$ cat src/rtl/cp1252_mojibake_utf8_to_utf16_top_defines.svh
// Assertion macros shared by the transcoder modules.
`ifndef CP1252_MOJIBAKE_UTF8_TO_UTF16_TOP_DEFINES_SVH
`define CP1252_MOJIBAKE_UTF8_TO_UTF16_TOP_DEFINES_SVH

// Property that must hold at every clock outside reset.
`define CPM_ASSERT_ALWAYS(label, prop, msg) \
   label: assert property (@(posedge clock) disable iff (reset) (prop)) else $error(msg);

// Same-cycle implication.
`define CPM_ASSERT_IMPL(label, ante, cons, msg) \
   label: assert property (@(posedge clock) disable iff (reset) (ante) |-> (cons)) \
      else $error(msg);

// Next-cycle implication.
`define CPM_ASSERT_NEXT(label, ante, cons, msg) \
   label: assert property (@(posedge clock) disable iff (reset) (ante) |=> (cons)) \
      else $error(msg);

`endif

$ cat src/rtl/cp_moji_pkg.sv
// Shared types, constants and the CP1252 reverse map for the transcoder.
package cp_moji_pkg;

   localparam int QUEUE_DEPTH = 4;

   localparam logic [2:0] SEQ_SIZE_2 = 3'd2;
   localparam logic [2:0] SEQ_SIZE_3 = 3'd3;
   localparam logic [2:0] SEQ_SIZE_4 = 3'd4;

   localparam logic [7:0] LEAD2_MIN = 8'hc2;
   localparam logic [7:0] LEAD2_MAX = 8'hdf;
   localparam logic [7:0] LEAD3_MIN = 8'he0;
   localparam logic [7:0] LEAD3_MAX = 8'hef;
   localparam logic [7:0] LEAD4_MIN = 8'hf0;
   localparam logic [7:0] LEAD4_MAX = 8'hf4;

   localparam logic [20:0] MIN_3BYTE = 21'h000800;
   localparam logic [20:0] MIN_4BYTE = 21'h010000;
   localparam logic [20:0] SURR_LO   = 21'h00d800;
   localparam logic [20:0] SURR_HI   = 21'h00dfff;
   localparam logic [20:0] MAX_POINT = 21'h10ffff;
   localparam logic [15:0] HI_SURR_BASE = 16'hd800;
   localparam logic [15:0] LO_SURR_BASE = 16'hdc00;

   // One queue entry: everything one accepted beat produces.
   typedef struct packed {
      logic [1:0]  n_units;
      logic [15:0] unit0;
      logic [15:0] unit1;
      logic        has_status;
      logic        accepted;
   } entry_type;

   // Returns {valid, byte}.
   function automatic logic [8:0] unit_to_byte(input logic [15:0] u);
      logic [8:0] r;
      r = 9'd0;
      if (u[15:8] == 8'h00) begin
         r = {1'b1, u[7:0]};
      end else begin
         unique case (u)
            16'h20ac: r = {1'b1, 8'h80};
            16'h201a: r = {1'b1, 8'h82};
            16'h0192: r = {1'b1, 8'h83};
            16'h201e: r = {1'b1, 8'h84};
            16'h2026: r = {1'b1, 8'h85};
            16'h2020: r = {1'b1, 8'h86};
            16'h2021: r = {1'b1, 8'h87};
            16'h02c6: r = {1'b1, 8'h88};
            16'h2030: r = {1'b1, 8'h89};
            16'h0160: r = {1'b1, 8'h8a};
            16'h2039: r = {1'b1, 8'h8b};
            16'h0152: r = {1'b1, 8'h8c};
            16'h017d: r = {1'b1, 8'h8e};
            16'h2018: r = {1'b1, 8'h91};
            16'h2019: r = {1'b1, 8'h92};
            16'h201c: r = {1'b1, 8'h93};
            16'h201d: r = {1'b1, 8'h94};
            16'h2022: r = {1'b1, 8'h95};
            16'h2013: r = {1'b1, 8'h96};
            16'h2014: r = {1'b1, 8'h97};
            16'h02dc: r = {1'b1, 8'h98};
            16'h2122: r = {1'b1, 8'h99};
            16'h0161: r = {1'b1, 8'h9a};
            16'h203a: r = {1'b1, 8'h9b};
            16'h0153: r = {1'b1, 8'h9c};
            16'h017e: r = {1'b1, 8'h9e};
            16'h0178: r = {1'b1, 8'h9f};
            default:  r = 9'd0;
         endcase
      end
      return r;
   endfunction

endpackage

$ cat src/rtl/cp_moji_if.sv
// Valid/ready channel interfaces for request and response beats.
interface cp_moji_req_if;
   logic        valid;
   logic        ready;
   logic [15:0] code_unit;
   logic        last_unit;

   modport source (output valid, output code_unit, output last_unit, input ready);
   modport sink   (input valid, input code_unit, input last_unit, output ready);
endinterface

interface cp_moji_rsp_if;
   logic        valid;
   logic        ready;
   logic [15:0] out_unit;
   logic        is_status;
   logic        accepted;
   logic        last_result;

   modport source (output valid, output out_unit, output is_status, output accepted,
                   output last_result, input ready);
   modport sink   (input valid, input out_unit, input is_status, input accepted,
                   input last_result, output ready);
endinterface

$ cat src/rtl/cp1252_mojibake_utf8_to_utf16_top.sv
// Top level of the CP1252 mojibake repair transcoder (UTF-8 bytes to UTF-16).
//
//  channel | dir | payload                                        | beat
//  req_if  | in  | code_unit[15:0], last_unit                     | one input unit
//  rsp_if  | out | out_unit[15:0], is_status, accepted, last_result | one result
//
// Cycles: one req beat per cycle while the entry queue has room; decode of a
//   unit is combinational in the front end.
// Responses: one beat per cycle while rsp_if.ready is high; a unit yields 0 to 3 beats
//   (up to two UTF-16 units plus the status on last_unit), so output rate bounds throughput.
// Path: a taken unit's entry is registered in the queue; beats come from the queue head.
// Stalls: rsp_if.ready low fills the queue (QUEUE_DEPTH entries), then req_if.ready drops.
// Reset: synchronous, active high; clears decoder state, queue pointers and back index.

module cp1252_mojibake_utf8_to_utf16_top #(
   parameter int QUEUE_DEPTH = cp_moji_pkg::QUEUE_DEPTH
) (
   input  logic          clock,
   input  logic          reset,
   cp_moji_req_if.sink   req_if,
   cp_moji_rsp_if.source rsp_if
);

   cp_moji_pkg::entry_type wr_entry;
   cp_moji_pkg::entry_type head;
   logic                   push;
   logic                   pop;
   logic                   full;
   logic                   empty;

   // front: classify and decode each unit, build one queue entry
   cp_moji_front u_front (
      .clock      (clock),
      .reset      (reset),
      .in_valid   (req_if.valid),
      .code_unit  (req_if.code_unit),
      .last_unit  (req_if.last_unit),
      .queue_full (full),
      .in_ready   (req_if.ready),
      .push       (push),
      .entry      (wr_entry)
   );

   // decouples decode from response backpressure
   cp_moji_queue #(
      .DEPTH (QUEUE_DEPTH)
   ) u_queue (
      .clock    (clock),
      .reset    (reset),
      .push     (push),
      .wr_entry (wr_entry),
      .pop      (pop),
      .head     (head),
      .full     (full),
      .empty    (empty)
   );

   // back: serialize entry into response beats
   cp_moji_back u_back (
      .clock  (clock),
      .reset  (reset),
      .head   (head),
      .empty  (empty),
      .pop    (pop),
      .rsp_if (rsp_if)
   );

endmodule

$ cat src/rtl/cp_moji_front.sv
// Front end: byte recovery, strict UTF-8 decode, entry build.
`include "cp1252_mojibake_utf8_to_utf16_top_defines.svh"

module cp_moji_front (
   input  logic                   clock,
   input  logic                   reset,
   input  logic                   in_valid,
   input  logic [15:0]            code_unit,
   input  logic                   last_unit,
   input  logic                   queue_full,
   output logic                   in_ready,
   output logic                   push,
   output cp_moji_pkg::entry_type entry
);

   logic [20:0] pv_ff, pv_in;
   logic [1:0]  cl_ff, cl_in;
   logic [2:0]  ss_ff, ss_in;
   logic        sm_ff, sm_in;
   logic        sf_ff, sf_in;

   logic [8:0]  map;
   logic [7:0]  b;
   logic [20:0] acc;
   logic [20:0] cp;
   logic [20:0] v;
   logic        emit;
   logic        bad;
   logic        status_acc;
   logic        accept;

   assign in_ready = !queue_full;
   assign accept   = in_valid && in_ready;
   assign map      = cp_moji_pkg::unit_to_byte(code_unit);
   assign b        = map[7:0];
   assign acc      = {pv_ff[14:0], b[5:0]};

   always_comb begin
      pv_in = pv_ff;
      cl_in = cl_ff;
      ss_in = ss_ff;
      sm_in = sm_ff;
      sf_in = sf_ff;
      emit  = 1'b0;
      cp    = '0;
      bad   = 1'b0;
      if (!sf_ff) begin
         if (!map[8]) begin
            sf_in = 1'b1;
         end else if (cl_ff == 2'd0) begin
            priority if (b[7] == 1'b0) begin
               emit = 1'b1;
               cp   = {13'd0, b};
            end else if (b >= cp_moji_pkg::LEAD2_MIN && b <= cp_moji_pkg::LEAD2_MAX) begin
               pv_in = {16'd0, b[4:0]};
               ss_in = cp_moji_pkg::SEQ_SIZE_2;
               cl_in = 2'd1;
               sm_in = 1'b1;
            end else if (b >= cp_moji_pkg::LEAD3_MIN && b <= cp_moji_pkg::LEAD3_MAX) begin
               pv_in = {17'd0, b[3:0]};
               ss_in = cp_moji_pkg::SEQ_SIZE_3;
               cl_in = 2'd2;
               sm_in = 1'b1;
            end else if (b >= cp_moji_pkg::LEAD4_MIN && b <= cp_moji_pkg::LEAD4_MAX) begin
               pv_in = {18'd0, b[2:0]};
               ss_in = cp_moji_pkg::SEQ_SIZE_4;
               cl_in = 2'd3;
               sm_in = 1'b1;
            end else begin
               sf_in = 1'b1;
            end
         end else if (b[7:6] != 2'b10) begin
            sf_in = 1'b1;
         end else begin
            pv_in = acc;
            cl_in = cl_ff - 2'd1;
            if (cl_ff == 2'd1) begin
               bad = (ss_ff == cp_moji_pkg::SEQ_SIZE_3 && acc < cp_moji_pkg::MIN_3BYTE) ||
                     (ss_ff == cp_moji_pkg::SEQ_SIZE_4 && acc < cp_moji_pkg::MIN_4BYTE) ||
                     (acc >= cp_moji_pkg::SURR_LO && acc <= cp_moji_pkg::SURR_HI) ||
                     (acc > cp_moji_pkg::MAX_POINT);
               if (bad) begin
                  sf_in = 1'b1;
               end else begin
                  emit = 1'b1;
                  cp   = acc;
               end
            end
         end
      end
      // truncated sequence at end of string rejects
      status_acc = !(sf_in || cl_in != 2'd0) && sm_in;
      if (last_unit) begin
         pv_in = '0;
         cl_in = '0;
         ss_in = '0;
         sm_in = 1'b0;
         sf_in = 1'b0;
      end
   end

   // surrogate pair split
   assign v = cp - cp_moji_pkg::MIN_4BYTE;

   always_comb begin
      entry            = '0;
      entry.has_status = last_unit;
      entry.accepted   = last_unit && status_acc;
      if (emit) begin
         if (cp[20:16] == 5'd0) begin
            entry.n_units = 2'd1;
            entry.unit0   = cp[15:0];
         end else begin
            entry.n_units = 2'd2;
            entry.unit0   = cp_moji_pkg::HI_SURR_BASE + {6'd0, v[19:10]};
            entry.unit1   = cp_moji_pkg::LO_SURR_BASE + {6'd0, v[9:0]};
         end
      end
   end

   assign push = accept && (emit || last_unit);

   always_ff @(posedge clock) begin
      if (reset) begin
         pv_ff <= '0;
         cl_ff <= '0;
         ss_ff <= '0;
         sm_ff <= 1'b0;
         sf_ff <= 1'b0;
      end else if (accept) begin
         pv_ff <= pv_in;
         cl_ff <= cl_in;
         ss_ff <= ss_in;
         sm_ff <= sm_in;
         sf_ff <= sf_in;
      end
   end

   `CPM_ASSERT_NEXT(a_end_clears, accept && last_unit,
                    cl_ff == 2'd0 && !sf_ff && !sm_ff,
                    "front: state not cleared after end of string")
   `CPM_ASSERT_IMPL(a_open_seq_multi, cl_ff != 2'd0, sm_ff,
                    "front: open sequence without multibyte flag")

endmodule

$ cat src/rtl/cp_moji_queue.sv
// Small FIFO of decoded entries between front and back.
`include "cp1252_mojibake_utf8_to_utf16_top_defines.svh"

module cp_moji_queue #(
   parameter int DEPTH = cp_moji_pkg::QUEUE_DEPTH
) (
   input  logic                   clock,
   input  logic                   reset,
   input  logic                   push,
   input  cp_moji_pkg::entry_type wr_entry,
   input  logic                   pop,
   output cp_moji_pkg::entry_type head,
   output logic                   full,
   output logic                   empty
);

   localparam int AW = $clog2(DEPTH);

   cp_moji_pkg::entry_type mem [DEPTH];
   logic [AW:0] wr_ptr_ff, rd_ptr_ff;

   assign empty = (wr_ptr_ff == rd_ptr_ff);
   assign full  = (wr_ptr_ff[AW] != rd_ptr_ff[AW]) &&
                  (wr_ptr_ff[AW-1:0] == rd_ptr_ff[AW-1:0]);
   assign head  = mem[rd_ptr_ff[AW-1:0]];

   always_ff @(posedge clock) begin
      if (push) begin
         mem[wr_ptr_ff[AW-1:0]] <= wr_entry;
      end
   end

   always_ff @(posedge clock) begin
      if (reset) begin
         wr_ptr_ff <= '0;
         rd_ptr_ff <= '0;
      end else begin
         if (push) begin
            wr_ptr_ff <= wr_ptr_ff + 1'b1;
         end
         if (pop) begin
            rd_ptr_ff <= rd_ptr_ff + 1'b1;
         end
      end
   end

   `CPM_ASSERT_IMPL(a_no_overflow, push, !full, "queue: push while full")
   `CPM_ASSERT_ALWAYS(a_count_range, (wr_ptr_ff - rd_ptr_ff) <= (AW+1)'(DEPTH),
                      "queue: fill count out of range")

endmodule

$ cat src/rtl/cp_moji_back.sv
// Back end: walks each queued entry out as one response beat per result.
`include "cp1252_mojibake_utf8_to_utf16_top_defines.svh"

module cp_moji_back (
   input  logic                   clock,
   input  logic                   reset,
   input  cp_moji_pkg::entry_type head,
   input  logic                   empty,
   output logic                   pop,
   cp_moji_rsp_if.source          rsp_if
);

   logic [1:0] idx_ff, idx_in;
   logic [1:0] total;
   logic       last;
   logic       fire;

   assign total = head.n_units + {1'b0, head.has_status};
   assign last  = (idx_ff == total - 2'd1);
   assign fire  = rsp_if.valid && rsp_if.ready;
   assign pop   = fire && last;

   assign rsp_if.valid       = !empty;
   assign rsp_if.last_result = last;

   always_comb begin
      if (idx_ff < head.n_units) begin
         rsp_if.out_unit  = (idx_ff == 2'd0) ? head.unit0 : head.unit1;
         rsp_if.is_status = 1'b0;
         rsp_if.accepted  = 1'b0;
      end else begin
         rsp_if.out_unit  = '0;
         rsp_if.is_status = 1'b1;
         rsp_if.accepted  = head.accepted;
      end
   end

   always_comb begin
      idx_in = idx_ff;
      if (fire) begin
         idx_in = last ? 2'd0 : idx_ff + 2'd1;
      end
   end

   always_ff @(posedge clock) begin
      if (reset) begin
         idx_ff <= '0;
      end else begin
         idx_ff <= idx_in;
      end
   end

   `CPM_ASSERT_IMPL(a_idx_in_entry, rsp_if.valid, idx_ff < total, "back: result index past entry")

endmodule
$ cat src/flat_wrapper.sv
// flat-port wrapper written by rule: the top's interface ports become plain ports
module cp1252_mojibake_utf8_to_utf16_top_flat 
#(
   parameter int QUEUE_DEPTH = cp_moji_pkg::QUEUE_DEPTH
)
  (clock, reset, req_if_valid, req_if_code_unit, req_if_last_unit, req_if_ready, rsp_if_valid, rsp_if_out_unit, rsp_if_is_status, rsp_if_accepted, rsp_if_last_result, rsp_if_ready);
  cp_moji_req_if req_if_i ();
  cp_moji_rsp_if rsp_if_i ();
  input  logic clock;
  input  logic reset;
  input wire logic [$bits(req_if_i.valid)-1:0] req_if_valid;
  input wire logic [$bits(req_if_i.code_unit)-1:0] req_if_code_unit;
  input wire logic [$bits(req_if_i.last_unit)-1:0] req_if_last_unit;
  output wire logic [$bits(req_if_i.ready)-1:0] req_if_ready;
  output wire logic [$bits(rsp_if_i.valid)-1:0] rsp_if_valid;
  output wire logic [$bits(rsp_if_i.out_unit)-1:0] rsp_if_out_unit;
  output wire logic [$bits(rsp_if_i.is_status)-1:0] rsp_if_is_status;
  output wire logic [$bits(rsp_if_i.accepted)-1:0] rsp_if_accepted;
  output wire logic [$bits(rsp_if_i.last_result)-1:0] rsp_if_last_result;
  input wire logic [$bits(rsp_if_i.ready)-1:0] rsp_if_ready;
  assign req_if_i.valid = req_if_valid;
  assign req_if_i.code_unit = req_if_code_unit;
  assign req_if_i.last_unit = req_if_last_unit;
  assign req_if_ready = req_if_i.ready;
  assign rsp_if_valid = rsp_if_i.valid;
  assign rsp_if_out_unit = rsp_if_i.out_unit;
  assign rsp_if_is_status = rsp_if_i.is_status;
  assign rsp_if_accepted = rsp_if_i.accepted;
  assign rsp_if_last_result = rsp_if_i.last_result;
  assign rsp_if_i.ready = rsp_if_ready;
  cp1252_mojibake_utf8_to_utf16_top #(.QUEUE_DEPTH(QUEUE_DEPTH)) u_core (.clock(clock), .reset(reset), .req_if(req_if_i), .rsp_if(rsp_if_i));
endmodule
$ cat config.mk
export PLATFORM = sky130hd
export DESIGN_NAME = cp1252_mojibake_utf8_to_utf16_top_flat
export DESIGN_NICKNAME = d
export VERILOG_FILES = /design/src/rtl/cp_moji_pkg.sv /design/src/rtl/cp_moji_if.sv /design/src/rtl/cp1252_mojibake_utf8_to_utf16_top.sv /design/src/rtl/cp_moji_front.sv /design/src/rtl/cp_moji_queue.sv /design/src/rtl/cp_moji_back.sv /design/src/flat_wrapper.sv
export VERILOG_INCLUDE_DIRS = /design/src /design/src/rtl
export SDC_FILE = /design/constraint.sdc
export NUM_CORES = 1
export LEC_CHECK = 0
export ABC_AREA = 0
export BUFFER_PORTS_ARGS = -buffer_cell sky130_fd_sc_hd__buf_4
export CAP_MARGIN = 20
export CORE_UTILIZATION = 61
export DETAILED_ROUTE_END_ITERATION = 12
export PLACE_DENSITY = 0.8
export SKIP_CTS_REPAIR_TIMING = 1
export SLEW_MARGIN = 0
export SYNTH_ARGS = -nofsm -noshare
export SYNTH_HDL_FRONTEND = slang
export SYNTH_SLANG_ARGS = --single-unit
$ cat constraint.sdc
create_clock -name clock -period 4.3 [get_ports clock]
set_input_delay 0.43 -clock clock [delete_from_list [all_inputs] [get_ports clock]]
set_output_delay 0.43 -clock clock [all_outputs]
set_load 0.05 [all_outputs]
==> metrics.sh, run 1 <==
CELL_AREA_POWER_DENSITY_nW_PER_UM2=372
VIASPERCELL=6.48
FRACTION_OF_FINAL_LAYOUT_CELLS_WITH_DRIVE_STRENGTH_GREATER_THAN_1_PCT=21.7
CTS_TREE='built'
GRT_OVERFLOW_TOTAL=0
FLOORPLAN.INITIALDENSITY_PCT=63.6
NETLIST-CELL-TYPE-COUNT=85
NUMCTSBUFFERS=17
H-TREE-DEPTH=4
GRT_PASS1_VIAS=5318
CLOCKROOTBUFFER='sky130_fd_sc_hd__clkbuf_16'
SETUP.WORST_PATH.START_CLASS='primary input'
YS_WARNS=0
PEAKVDDDROP_uV=214
GRT_MAX_DEGREE=31
FINALCOREUTILIZATION_PCT=71.5
ROUTE.VIAS.TOTAL=5480
TIMING.CRITICAL_PATH.CELLS='buf_4 > nor4_2 > nand2_2 > nor4b_2 > a2111oi_4 > a41oi_4 > and3_1 > nand2_1 > ha_1 > o21ai_2 > nand2_1 > a32oi_1'
TOTAL_POWER_W=0.00325
PERIOD_MINUS_SLACK_PS=3720
CORE_BOX_AREA_UM2=12200
ROUTEDWLPERCELL_UM=20.6
GLOBAL_ROUTE_WIRE_LENGTH_BEFORE_REPAIR_UM=27800
HP-CLASS='in2reg'
SLOWEST_STAGE='sky130_fd_sc_hd__nor4b_2'
YS_TOP_CELLS_BY_COUNT='sky130_fd_sc_hd__edfxtp_1, sky130_fd_sc_hd__nand2_1, sky130_fd_sc_hd__nor2_1, sky130_fd_sc_hd__dfxtp_1, sky130_fd_sc_hd__mux4_2'
DRV_SLEW=0
POST_SYNTH_MAIN_AREA_CONTRIBUTORS='sky130_fd_sc_hd__edfxtp_1, sky130_fd_sc_hd__mux4_2, sky130_fd_sc_hd__dfxtp_1'
NUM_ROWS=40
FINALCLOCKSKEW_PS=5.06
DIE_WIDTH_UM=115
POWER.STATIC_LEAKAGE_nW=2.93
RUN_STATUS='complete, no violations'
SYNTHMOSTINSTANTIATEDCELL='sky130_fd_sc_hd__edfxtp_1'
NUMBER_OF_SINKS_ON_THE_CLOCK_NET=152
NETLIST_INSTANCES=629
NNETSFINAL=698
IO-PIN-COUNT=42
DETAILEDROUTE.FIRSTITERATIONVIOLATIONS=519
CRITPATHMAXFANOUT=12
CRITICAL_PATH_REQUIRED_PS=4510
SETUP_TNS_PS=0
CP_COMMON_CELL='sky130_fd_sc_hd__nand2_1'
IO_BUFFER_COUNT=41
SLEW_HEADROOM_PCT=31.6
CRIT_PATH_END_KIND='flop'
WORST_EP_ARRIVAL_TIME_PS=3930
INITIAL_ANTENNA_VIOLATION_COUNT=0
CRITPATHMAXSTAGEDELAY_PS=520
INSERTION_DELAY_PS=430
MIN_PERIOD_OVER_PERIOD_PCT=86.6
DIE_H_UM=115
ROUTED_WIRELENGTH_UM=17400
SYNTH_ASYNC_SR_FLOP_SHARE_PCT=0
MAX-CLOCK-PATH-BUFFERS=2
DESIGN.DIE.AREA_UM2=13200
SYNTH_SEQ_AREA_SHARE_PCT=54.7
SYNTHDOMINANTCELLAREASHARE_PCT=46.4
RSZ0062_AT_GRT='false'
DRT_PASS1_ITERATIONS=6
ROUTE.DETAILED.DRC=0
WORST_PIN_SLEW_PS=1020
DETAILEDPLACEMENTHPWL_UM=12000
ANTENNA_LEFT=0
CRIT_TYPE='in2reg'
DOMINANT_REGISTER_CELL_IN_THE_SYNTHESIZED_NETLIST='sky130_fd_sc_hd__edfxtp_1'
PLACER_CONGESTION_ESTIMATE=0.887
SYNTH_SEQ_CELLS=152
FINALHOLDVIOLATIONS=0
MAXCAPVIOLCOUNT=0
HOLD-WORST-SLACK_PS=322
SYN-NUM-NETS=661
REPORT.FINAL.SETUP_VIOL=0
POST_SYNTH_DESIGN_CELL_AREA_UM2=7760
POST_SYNTH.CELL_AREA_AVG_UM2=12.3
ANTENNA_CELLS_INSERTED=0
POST-SYNTH-TOP-AREA-CELL='sky130_fd_sc_hd__edfxtp_1'
GRT_UTIL_ALL_LAYERS_PCT=28.5
SYNTH-EDFF-COUNT=120
PATH_CLK_SLEW_PS=60
TIMING.FMAX_GHz=0.269
AREA_DELTA_SYNTH_FINAL_PCT=12.6
## stage by stage
step,instances,instance area (um^2),setup WS (ps)
2_1_floorplan,629,7760,301
3_3_place_gp,815,8230,410
3_5_place_dp,815,8230,227
4_1_cts,846,8740,655
5_1_grt,846,8740,322
6_report,846,8740,577
## cell usage in the layout, fill, tap and decap left out, types with 19 or more instances in the layout
| cell | n |
|---|---|
| sky130_fd_sc_hd__nor2_1 | 52 |
| sky130_fd_sc_hd__edfxtp_1 | 120 |
| sky130_fd_sc_hd__inv_1 | 28 |
| sky130_fd_sc_hd__o21ai_0 | 23 |
| sky130_fd_sc_hd__mux4_2 | 30 |
| sky130_fd_sc_hd__nand2_1 | 61 |
| sky130_fd_sc_hd__nand3_1 | 19 |
| sky130_fd_sc_hd__buf_4 | 52 |
| sky130_fd_sc_hd__dfxtp_1 | 31 |
## critical path, delay by kind of cell
| family | cells | cell delay [ps] |
|---|---|---|
| AO/OA/AOI/OAI | 4 | 1000 |
| adder cells (fa/ha/maj) | 1 | 290 |
| buffers and inverters | 1 | 120 |
| AND/OR/NAND/NOR | 6 | 2080 |
## metal layers
layer | vias to the layer above | global-route usage [%] | routed length (um)
li1 | 2487 | - | -
met1 | 2716 | 36.7 | 7100
met2 | 246 | 48.2 | 8930
met3 | 31 | 6.27 | 1090
met4 | 0 | 10.0 | 293
met5 | - | 0 | 0
## final timing paths
path | startpoint | end | slack [ps] | cells after the start
min reg2reg | u_core.u_front.cl_ff[1] | u_core.u_front.cl_ff[1] | 460 | 2
min | reset | u_core.u_queue.wr_ptr_ff[2] | 320 | 2
max reg2reg | u_core.u_front.pv_ff[5] | u_core.u_queue.mem[2][27] | 710 | 12
max | req_if_code_unit[8] | u_core.u_queue.mem[2][27] | 580 | 12
## sequential cells by signal (all words and copies together), names as in the netlist, named ones only
register	count
u_core.u_front.cl_ff	2
u_core.u_back.idx_ff	2
u_core.u_front.pv_ff	15
u_core.u_front.ss_ff	3
u_core.u_queue.mem	120
u_core.u_queue.rd_ptr_ff	3
u_core.u_front.sm_ff	1
u_core.u_front.sf_ff	1
u_core.u_queue.wr_ptr_ff	3
## logic make-up (layout without fill, tap and decap cells)
logic type	Yosys count	in the layout	synth area share (%)
AND/OR/NAND/NOR	241	241	17.2
flip-flops	152	152	54.7
AO/OA/AOI/OAI	106	106	11.0
buffers and inverters	62	111	3.32
multiplexers	46	46	10.8
adder cells (fa/ha/maj)	11	11	1.77
XOR/XNOR	11	11	1.24
## layout make-up
type | instances | area [um^2]
Inverter | 28 | 105
Timing Repair Buffer | 52 | 390
Sequential cell | 152 | 4250
Fill cell | 865 | 3470
Tap cell | 168 | 210
Clock inverter | 13 | 82.6
Clock buffer | 18 | 429
Multi-Input combinational cell | 415 | 3270
## where the power goes
| group | total, W | internal (W) | switching, W |
|---|---|---|---|
| Clock | 0.00129 | 0.000725 | 0.000564 |
| Sequential | 0.00161 | 0.00160 | 0.0000119 |
| Combinational | 0.000356 | 0.000121 | 0.000234 |
| Total | 0.00325 | 0.00244 | 0.000810 |
No activity file was read; power rests on OpenSTA's default activity.
==> run 2: changes to the inputs <==
--- a/config.mk
+++ b/config.mk
@@ -9,9 +9,10 @@
 export ABC_AREA = 0
 export BUFFER_PORTS_ARGS = -buffer_cell sky130_fd_sc_hd__buf_4
 export CAP_MARGIN = 20
-export CORE_UTILIZATION = 61
+export CORE_UTILIZATION = 66
 export DETAILED_ROUTE_END_ITERATION = 12
-export PLACE_DENSITY = 0.8
+export GPL_ROUTABILITY_DRIVEN = 1
+export PLACE_DENSITY = 0.85
 export SKIP_CTS_REPAIR_TIMING = 1
 export SLEW_MARGIN = 0
 export SYNTH_ARGS = -nofsm -noshare
==> constraint.sdc (replaced) <==
create_clock -name clock -period 4.49 [get_ports clock]
set_input_delay 0.449 -clock clock [delete_from_list [all_inputs] [get_ports clock]]
set_output_delay 0.449 -clock clock [all_outputs]
set_load 0.05 [all_outputs]
==> run 2 against run 1 <==
- count of clock-buffer cells in the layout rose by 4
- hold slack improved by 24 ps
- global-route usage rose by 2.8 points
- via count rose by 0.18%
- routed wire length rose by 5.8%
- flip-flop and latch count did not move
- sequential share of layout area fell by 0.22 points
- power rose by 1.0%
- largest cell class unchanged
- largest power group unchanged
==> metrics.sh, run 2 (same netlist as run 1, synthesis figures left out) <==
CORE_BOX_AREA_UM2=11400
PATH_DELAY_FAMILY='compound AO/OA/AOI/OAI gates'
GLOBAL_ROUTE_WIRE_LENGTH_BEFORE_REPAIR_UM=29100
CRIT_TYPE='reg2reg'
LAYOUT_COMMONEST_CELL='sky130_fd_sc_hd__edfxtp_1'
SWITCHINGPOWER_W=0.000789
WORST_EP_ARRIVAL_TIME_PS=4250
INSERTION_DELAY_PS=430
IO-PIN-COUNT=42
FINAL_CELL_MIX='sky130_fd_sc_hd__edfxtp_1, sky130_fd_sc_hd__nand2_1, sky130_fd_sc_hd__nor2_1'
SLOWEST_STAGE='sky130_fd_sc_hd__nor4b_1'
AREA_DELTA_SYNTH_FINAL_PCT=13.1
CRIT_START='u_core.u_front.pv_ff[5]'
DRT_PASS1_ITERATIONS=5
H-TREE-DEPTH=4
PRECTSSETUPSLACK_PS=384
RUN_STATUS='complete, no violations'
CLOCKROOTBUFFER='sky130_fd_sc_hd__clkbuf_16'
CP.BUFFERS_INVERTERS=0
TIMING.FMAX_GHz=0.243
PATH_CLK_SLEW_PS=60
CRITPATHMAXSTAGEDELAY_PS=700
SLEW_HEADROOM_PCT=34.0
NUM_ROWS=39
PEAKVDDDROP_uV=387
GRT_MAX_DEGREE=31
ANTENNA_CELLS_INSERTED=0
TOTAL_POWER_W=0.00329
DIE_H_UM=110
MIN_PERIOD_OVER_PERIOD_PCT=91.7
ROUTE.DETAILED.DRC=0
DESIGN.DIE.AREA_UM2=12200
DIE_WIDTH_UM=110
HP-CLASS='in2reg'
LARGEST_REG_FLOPS=120
SETUP.WORST_PATH.START_CLASS='flop'
INITIAL_ANTENNA_VIOLATION_COUNT=0
NNETSFINAL=698
FINAL-SEQ-AREA_UM2=4250
CELL_AREA_POWER_DENSITY_nW_PER_UM2=374
FLOORPLAN.INITIALDENSITY_PCT=68.0
SEQUENTIAL_POWER_SHARE_PCT=46.9
FRACTION_OF_FINAL_LAYOUT_CELLS_WITH_DRIVE_STRENGTH_GREATER_THAN_1_PCT=21.8
SETUP_TNS_PS=0
WORST_PIN_SLEW_PS=982
FINALCLOCKSKEW_PS=11.9
CELLINTERNALPOWER_W=0.00250
WORSTREG2REGSTART='u_core.u_front.pv_ff[5]'
POWER.COMBINATIONAL.FRACTION_PCT=10.6
ROUTED_WIRELENGTH_UM=18400
RSZ0062_AT_GRT='false'
NUMCTSBUFFERS=17
DETAILEDPLACEMENTHPWL_UM=11700
POWER.SHARE.CLOCK_PCT=42.5
CTS_TREE='built'
DETAILEDROUTE.FIRSTITERATIONVIOLATIONS=512
FINALCOREUTILIZATION_PCT=76.9
CRIT_PATH_END_KIND='flop'
GRT_UTIL_ALL_LAYERS_PCT=31.3
DRV_SLEW=0
ROUTEDWLPERCELL_UM=22.4
HOLD-WORST-SLACK_PS=346
GRT_PASS1_VIAS=5362
NUMBER_OF_SINKS_ON_THE_CLOCK_NET=152
FINALHOLDVIOLATIONS=0
ANTENNA_LEFT=0
IO_BUFFER_COUNT=41
MULTI_INPUT_COMB_AREA_UM2=3270
MAX-CLOCK-PATH-BUFFERS=2
POWER.STATIC_LEAKAGE_nW=2.98
CRITPATHMAXFANOUT=9
TOTAL_OF_FILL_CELLS_IN_THE_FINISHED_DESIGN=685
HOLDCRITSTARTPOINT='reset'
ROUTE.VIAS.TOTAL=5490
POST-ROUTE-WORST-SETUP-SLACK_PS=375
CRITICAL_PATH_REQUIRED_PS=4620
PERIOD_MINUS_SLACK_PS=4120
SWITCHING_PART_OF_THE_TOTAL_POWER_PCT=24.0
GRT_OVERFLOW_TOTAL=0
REPORT.FINAL.SETUP_VIOL=0
MAXCAPVIOLCOUNT=0
PLACER_CONGESTION_ESTIMATE=0.897
TIMING.CRITICAL_PATH.CELLS='nor4_1 > a22oi_1 > o21ai_0 > a32oi_1 > nor4b_1 > and3_1 > nand2_1 > ha_1 > o21ai_2 > nor2_1 > a311oi_1'
VIASPERCELL=6.68
## run 2: power by group through the flow
stage | clock (W) | sequential (W) | combinational (W)
after floorplan | 0 | 0.00157 | 0.000241
after detailed placement | 0 | 0.00157 | 0.000342
final | 0.00140 | 0.00154 | 0.000347
after global placement | 0 | 0.00157 | 0.000335
after CTS | 0.00141 | 0.00154 | 0.000347
after global routing | 0.00147 | 0.00154 | 0.000366
## run 2: worst paths after layout
check	depth (start not counted)	end	slack (ps)
max	11	u_core.u_queue.mem[2][24]	370
min	2	u_core.u_front.cl_ff[1]	350
max reg2reg	11	u_core.u_queue.mem[2][24]	370
min reg2reg	2	u_core.u_front.cl_ff[1]	460
## run 2: per-layer routing
layer  GRT usage, %  part of all wire (%)  vias to the layer above
met5              0                     0                        -
met3           5.65                   7.9                       35
met1           41.2                    40                     2639
met2           52.1                    50                      322
met4           12.0                   2.4                        0
li1               -                     -                     2494
## run 2: per-stage QoR
step	instances	instance area [um^2]
global placement	789	8190
finish	822	8780
floorplan	629	7760
global route	822	8780
detailed placement	789	8190
CTS	821	8770
## run 2: cell type report
type,count,share of cell area [%]
Clock buffer,22,5.29
Clock inverter,10,1.38
Inverter,28,1.20
Multi-Input combinational cell,415,37.3
Sequential cell,152,48.4
Tap cell,143,2.04
Timing Repair Buffer,52,4.42
==> run 3: changes to the inputs <==
--- a/config.mk
+++ b/config.mk
@@ -9,6 +9,7 @@
 export ABC_AREA = 0
 export BUFFER_PORTS_ARGS = -buffer_cell sky130_fd_sc_hd__buf_4
 export CAP_MARGIN = 20
+export CORE_ASPECT_RATIO = 0.6
 export CORE_UTILIZATION = 66
 export DETAILED_ROUTE_END_ITERATION = 12
 export GPL_ROUTABILITY_DRIVEN = 1
==> run 3 against run 2 <==
- power grew 5.5%
- critical path type is now in2reg
- largest power group is now clock
- core utilization grew 1.2 points
- die area grew 0.12%
- critical path depth grew 1
- combinational power grew 2%
==> metrics.sh, run 3 (same netlist as run 1, synthesis figures left out) <==
CELL_AREA_POWER_DENSITY_nW_PER_UM2=390
IO-PIN-COUNT=42
POWER.STATIC_LEAKAGE_nW=3.00
VIASPERCELL=6.86
CRIT_PATH_END_KIND='flop'
GRT_PASS1_VIAS=5436
RSZ0062_AT_GRT='false'
FINALCLOCKSKEW_PS=11.4
DIE_H_UM=86
DRV_SLEW=0
DRT_PASS1_ITERATIONS=6
PEAKVDDDROP_uV=322
ROUTE.DETAILED.DRC=0
GRT_OVERFLOW_TOTAL=0
ROUTEDWLPERCELL_UM=24.3
NUM_ROWS=30
CELLINTERNALPOWER_W=0.00259
NUMCTSBUFFERS=17
PERIOD_MINUS_SLACK_PS=3940
WORST_PIN_SLEW_PS=1120
GRT_UTIL_ALL_LAYERS_PCT=35.6
RUN_STATUS='complete, no violations'
INSERTION_DELAY_PS=430
FLOORPLAN.INITIALDENSITY_PCT=68.2
AREA_DELTA_SYNTH_FINAL_PCT=14.4
GRT_MAX_DEGREE=31
SEQUENTIAL_POWER_SHARE_PCT=44.5
SWITCHING_PART_OF_THE_TOTAL_POWER_PCT=25.2
WORST_EP_ARRIVAL_TIME_PS=4130
LAYOUT_COMMONEST_CELL='sky130_fd_sc_hd__edfxtp_1'
MULTI_INPUT_COMB_AREA_UM2=3270
DIE_WIDTH_UM=142
NUMBER_OF_SINKS_ON_THE_CLOCK_NET=152
DETAILEDPLACEMENTHPWL_UM=13200
MIN_PERIOD_OVER_PERIOD_PCT=87.7
SWITCHINGPOWER_W=0.000874
FINALHOLDVIOLATIONS=0
GLOBAL_ROUTE_WIRE_LENGTH_BEFORE_REPAIR_UM=31500
IO_BUFFER_COUNT=41
FINAL-SEQ-AREA_UM2=4250
SETUP_TNS_PS=0
PATH_CLK_SLEW_PS=60
TOTAL_OF_FILL_CELLS_IN_THE_FINISHED_DESIGN=658
MAXCAPVIOLCOUNT=0
INITIAL_ANTENNA_VIOLATION_COUNT=0
CORE_BOX_AREA_UM2=11400
ROUTED_WIRELENGTH_UM=20500
CRITICAL_PATH_REQUIRED_PS=4680
CRITPATHMAXFANOUT=12
REPORT.FINAL.SETUP_VIOL=0
PLACER_CONGESTION_ESTIMATE=1.07
LARGEST_REG_FLOPS=120
SLEW_HEADROOM_PCT=25.2
DETAILEDROUTE.FIRSTITERATIONVIOLATIONS=768
CRIT_TYPE='in2reg'
FINAL_CELL_MIX='sky130_fd_sc_hd__edfxtp_1, sky130_fd_sc_hd__nand2_1, sky130_fd_sc_hd__buf_4'
FRACTION_OF_FINAL_LAYOUT_CELLS_WITH_DRIVE_STRENGTH_GREATER_THAN_1_PCT=22.4
DESIGN.DIE.AREA_UM2=12200
ROUTE.VIAS.TOTAL=5778
CTS_TREE='built'
H-TREE-DEPTH=4
CLOCKROOTBUFFER='sky130_fd_sc_hd__clkbuf_16'
ANTENNA_LEFT=0
NNETSFINAL=701
POWER.SHARE.CLOCK_PCT=45.3
FINALCOREUTILIZATION_PCT=78.1
TIMING.FMAX_GHz=0.254
ANTENNA_CELLS_INSERTED=0
POWER.COMBINATIONAL.FRACTION_PCT=10.2
SETUP.WORST_PATH.START_CLASS='primary input'
HP-CLASS='in2reg'
MAX-CLOCK-PATH-BUFFERS=2
run 3: changes by cell type in the layout (fill, tap and decap cells not counted), sizes merged:
cell	before	now
buf	52	55
bufinv	2	4
clkbuf	22	18
clkinv	5	0
clkinvlp	1	4
inv	30	34
run 3: final cells by class:
type,instances,area share [%]
sequential,152,47.8
multi-input combinational,415,36.9
inverter,28,1.18
tap,160,2.26
clock buffer,18,4.83
timing repair buffer,55,4.65
clock inverter,14,2.37
run 3: worst max-delay path, cell delays in order:
cell                        delay [ps]
sky130_fd_sc_hd__buf_4             120
sky130_fd_sc_hd__nor4b_2           590
sky130_fd_sc_hd__nand2_2           250
sky130_fd_sc_hd__a2111oi_2         530
sky130_fd_sc_hd__a2111oi_4         130
sky130_fd_sc_hd__a41oi_4           360
sky130_fd_sc_hd__and3_1            410
sky130_fd_sc_hd__nand2_1           100
sky130_fd_sc_hd__ha_1              300
sky130_fd_sc_hd__o21ai_2           130
sky130_fd_sc_hd__nand2_1           330
sky130_fd_sc_hd__a32oi_1           430
run 3: path summary, 6_finish.rpt:
kind	from	end	slack [ps]	cells after the start
hold / removal	reset	u_core.u_queue.wr_ptr_ff[2]	340	2
setup reg to reg	u_core.u_front.pv_ff[7]	u_core.u_queue.mem[3][27]	930	12
setup / recovery	req_if_code_unit[12]	u_core.u_queue.mem[3][27]	550	12
hold reg to reg	u_core.u_front.cl_ff[1]	u_core.u_front.cl_ff[1]	460	2
run 3: routing by layer:
layer  GRT usage (%)  up-vias  routed length [um]
li1                -     2500                   -
met1            51.7     2844                8580
met2            52.9      405                9280
met3            9.60       29                2350
met4            10.3        0                 248
met5               0        -                   0
run 3: power groups by stage:
stage,logic [W],clock network (W),registers [W]
floorplan,0.000241,0,0.00157
global placement,0.000335,0,0.00157
detailed placement,0.000342,0,0.00157
CTS,0.000350,0.00158,0.00154
global route,0.000370,0.00163,0.00154
finish,0.000353,0.00157,0.00154
run 3: through the flow:
step                      std cells  setup WS, ps  total power [W]  cell area [um^2]  hold WS [ps]
after floorplan                 629           472          0.00181              7760           432
after global placement          810           427          0.00190              8240           441
after detailed placement        810           308          0.00191              8240           453
after CTS                       842           690          0.00347              8880           328
after global routing            842           346          0.00354              8880           342
final                           842           552          0.00347              8880           341
